<file path="config.mk">
export PLATFORM = sky130hd
export DESIGN_NAME = lrust_ram
export DESIGN_NICKNAME = d
export VERILOG_FILES = /design/src/lrust_ram.sv
export SDC_FILE = /design/constraint.sdc
export NUM_CORES = 1
export LEC_CHECK = 0
export BUFFER_PORTS_ARGS = -buffer_cell sky130_fd_sc_hd__buf_2
export CORE_MARGIN = 8
export CORE_UTILIZATION = 50
export CTS_CLUSTER_DIAMETER = 50
export DETAILED_ROUTE_END_ITERATION = 6
export PLACE_DENSITY = 0.69
export SETUP_SLACK_MARGIN = 0.5
export SLEW_MARGIN = 20
export SYNTH_ARGS = -nofsm -noshare
export SYNTH_HDL_FRONTEND = slang
export SYNTH_SLANG_ARGS = --single-unit
</file>
<file path="constraint.sdc">
create_clock -name clock -period 2.5 [get_ports clock]
set_clock_uncertainty 0.05 [all_clocks]
set_input_delay 0.125 -clock clock [delete_from_list [all_inputs] [get_ports clock]]
set_output_delay 0.125 -clock clock [all_outputs]
set_load 0.05 [all_outputs]
</file>
<file path="src/lrust_ram.sv">
// generic simple dual-port ram with registered read
module lrust_ram #(
   parameter int WIDTH = 8,
   parameter int DEPTH = 16
) (
   input  logic                                      clock,
   input  logic                                      wr_en,
   input  logic [((DEPTH > 1) ? $clog2(DEPTH) : 1)-1:0] wr_addr,
   input  logic [WIDTH-1:0]                          wr_data,
   input  logic                                      rd_en,
   input  logic [((DEPTH > 1) ? $clog2(DEPTH) : 1)-1:0] rd_addr,
   output logic [WIDTH-1:0]                          rd_data
);

   logic [WIDTH-1:0] mem_ff [DEPTH];
   logic [WIDTH-1:0] rd_data_ff;

   always_ff @(posedge clock) begin
      if (wr_en) begin
         mem_ff[wr_addr] <= wr_data;
      end
      if (rd_en) begin
         rd_data_ff <= mem_ff[rd_addr];
      end
   end

   assign rd_data = rd_data_ff;

endmodule
</file>
## Word-level counts from Yosys, hierarchy flattened

Memory sizes are Yosys's and may differ from the RTL's. A register that Yosys moved wholly into a read port is not among the register bits.
Index checks and enable logic that the tools add are counted.

- Muxes and demuxes: 2

Operator list:

| operator | count |
|---|---|
| $mux W1 | 2 |

- Register bits after elaboration: 0
- Bits in writable memories: 128
- Output and inout bits: 8
- Memories: 1

Memory list:

| name | words | width | rd ports | clocked after memory_dff | write ports | line | source |
|---|---|---|---|---|---|---|---|
| mem_ff | 16 | 8 | 1 | 1 | 1 | 15 | `logic [WIDTH-1:0] mem_ff [DEPTH];` |

## Longest topological paths before layout

- Depth after elaboration: 2
- Depth in mapped cells: 5
- Mapped depth without buffers: 3

## Least setup slack after synthesis

No wires, ideal clock.

- Kind: input -> register
- Start point: input wr_addr[2] in the netlist's numbering
- End point: memory mem_ff[0][0], enable pin
- Library setup time: 383 ps
- Arrival: 1235 ps
- Path slack: 832 ps
- Stages on the path: 2
- Buffers on the path: 0
- Cell sequence: or3b_2 nor3_1

RTL lines:

| element | line | source |
|---|---|---|
| start: declaration | 8 | `input logic [((DEPTH > 1) ? $clog2(DEPTH) : 1)-1:0] wr_addr,` |
| end: declaration | 15 |  |

Straight into the memory's write port.

==> impl_metrics.json <==
{
  "antennaDiodeCount": 0,
  "ys.warnings.count": 0,
  "fp.dieH_um": 118,
  "crit_buf_inv": 0,
  "async_flop_share_pct": 0,
  "regArea_um2": 4080,
  "coreArea_um2": 10200,
  "htree_levels": 4,
  "grt_pass1_vias": 2565,
  "grt_pass1_wl_um": 15800,
  "layout.nets": 307,
  "setup_tns_ps": 0,
  "finalPower_mw": 5.57,
  "drc": 0,
  "synth_area_per_cell_um2": 22.8,
  "critPathTopFamily": "multiplexers",
  "cp_slowest_cell": "mux4_2",
  "post_cts_buffers": 0,
  "cpPeakStageDelay_ps": 500,
  "drv_slew": 0,
  "synth_cell_types": 18,
  "vias": 2557,
  "crit_chain": "mux4_2 > a22oi_1 > nand2_1",
  "multiInputGateArea_um2": 1060,
  "p_leak_nw": 2.15,
  "antenna_found_initial": 0,
  "rows": 37,
  "wl_um": 10500,
  "root_buffer": "clkbuf_8",
  "syn_nets": 248,
  "required_ps": 2710,
  "io_pins": 27,
  "period_minus_slack_ps": 1520,
  "cts_sinks": 136,
  "yosys-top-cells-area": "edfxtp_1 78%, mux4_2 7.8%, mux4_1 7.0%, a22oi_1 2.3%, nor2_1 0.93%",
  "ys_ff_latch": 136,
  "fin_area_um2": 6320,
  "hold_viol": 0,
  "grt_overflow_total": 0,
  "grt_max_degree": 33,
  "min_period_over_period_pct": 60.9,
  "synthFlopType": "edfxtp_1",
  "worst_pin_slew_ps": 914,
  "insertion_delay_ps": 520,
  "fmax_mhz": 657,
  "placed_cell_area_um2": 5580,
  "seqPwrFrac_pct": 46.3,
  "syn_inst": 229,
  "gp_congestion": 0.729,
  "status": "completed",
  "cp_max_fo": 1,
  "cts_tree": "done",
  "whs_ps": 115,
  "critPathKind": "register to register",
  "p_int_mw": 4.49,
  "synth.top_cell.area_share_pct": 78.1,
  "vdd_drop_max_v": 0.000515,
  "portBuffers": 26,
  "path_clk_slew_ps": 60,
  "final.fill_count": 683,
  "drtIter0Drc": 240,
  "ys_seq_area_share_pct": 78.1,
  "cts_buffers": 17,
  "hold_path.class": "input pin to register",
  "syn_area_um2": 5230,
  "drive_gt1_share_pct": 29.6,
  "pwr_density_cell_nw_per_um2": 882,
  "synth-edff-count": 136,
  "max_slew_margin_pct": 38.9,
  "arrival_ps": 1740,
  "switchingPower_mw": 1.08,
  "wl_per_cell_um": 23.9,
  "die_x_um": 118,
  "power_frac_clock_pct": 48.6,
  "cp-end-kind": "register",
  "grt_usage_pct": 15.7,
  "p_comb_share_pct": 5.0,
  "drt.antenna.violating_nets": 0,
  "yosys.area.top_type": "edfxtp_1",
  "synth.most_common_cell": "edfxtp_1",
  "setup_violations": 0,
  "drv_cap": 0,
  "cp-start-kind": "register",
  "synth_common_cells": "136 x edfxtp_1, 18 x mux4_2, 16 x a22oi_1",
  "p_sw_share_pct": 19.4,
  "grt_setup_unrepaired": "false",
  "dr.pass1.iters": 5,
  "initial_core_util_pct": 51.1,
  "synthToLayoutAreaGrowth_pct": 20.8,
  "viasPerCell": 5.85,
  "dpl.hpwl_um": 6140,
  "cts_buffer_depth": 2,
  "die-area_um2": 14000
}
worst paths after layout:
| kind | startpoint | to | cells after the start | slack [ps] |
|---|---|---|---|---|
| min | wr_addr[0] | mem_ff[4][0] | 3 | 120 |
| max | mem_ff[7][6] | rd_data[6] | 3 | 980 |
| min reg2reg | mem_ff[14][3] | rd_data[3] | 3 | 690 |
| max reg2reg | mem_ff[7][6] | rd_data[6] | 3 | 980 |
worst reg2reg max path: cells and delay by family (launching register included):
family           cells  cell delay (ps)
multiplexers         1              500
flip-flops           1              370
AO/OA/AOI/OAI        1              260
AND/OR/NAND/NOR      1               90
cells in the final DEF, fill, tap and decap left out, types with 4 or more instances in the layout:
master / count
edfxtp_1: 136
buf_2: 26
mux4_2: 18
a22oi_1: 16
clkbuf_16: 16
mux4_1: 14
nor2_1: 13
buf_4: 13
nand2_1: 9
dlygate4sd3_1: 9
bufinv_16: 6
nor3_1: 4
routing by layer:
layer  wire [um]  track usage, %
met5           0               0
met2        4950            23.6
met4         212            8.09
met1        4490            20.4
met3         806            4.81
stage by stage:
stage / std cells / util [%] / worst slack, ps
after floorplan: 229 / - / 832
after global placement: 396 / 54.5 / 747
after detailed placement: 396 / 54.5 / 746
after CTS: 437 / 61.7 / 980
after global routing: 437 / 61.7 / 892
final: 437 / 61.7 / 977
power groups by stage:
stage,Combinational [mW],Clock (mW),Sequential (mW)
global placement,0.264,0,2.63
detailed placement,0.269,0,2.63
finish,0.280,2.71,2.58
global route,0.301,2.83,2.59
CTS,0.283,2.74,2.58
floorplan,0.130,0,2.67
kinds of logic (layout without fill, tap and decap cells):
family	Yosys count	in the layout	share of synthesized area [%]
mux	32	32	14.8
buf+inv	10	82	1.65
compound gates	16	16	2.30
flops	136	136	78.1
simple gates	35	35	3.14
area by class of cell:
cell class,instances,share of cell area [%]
sequential,136,64.6
timing repair buffer,50,5.66
clock inverter,13,3.58
tap,136,2.69
multi-input combinational,83,16.7
clock buffer,19,6.67
sequential cells by signal, indices dropped and copies added, names as in the netlist:
name	cells
mem_ff	128
rd_data	8
timing repair:
action	CTS	global route
gates resized for setup	0	0
hold buffers	9	0
hold endpoints to repair	136	0
No activity file was read; power rests on OpenSTA's default activity.
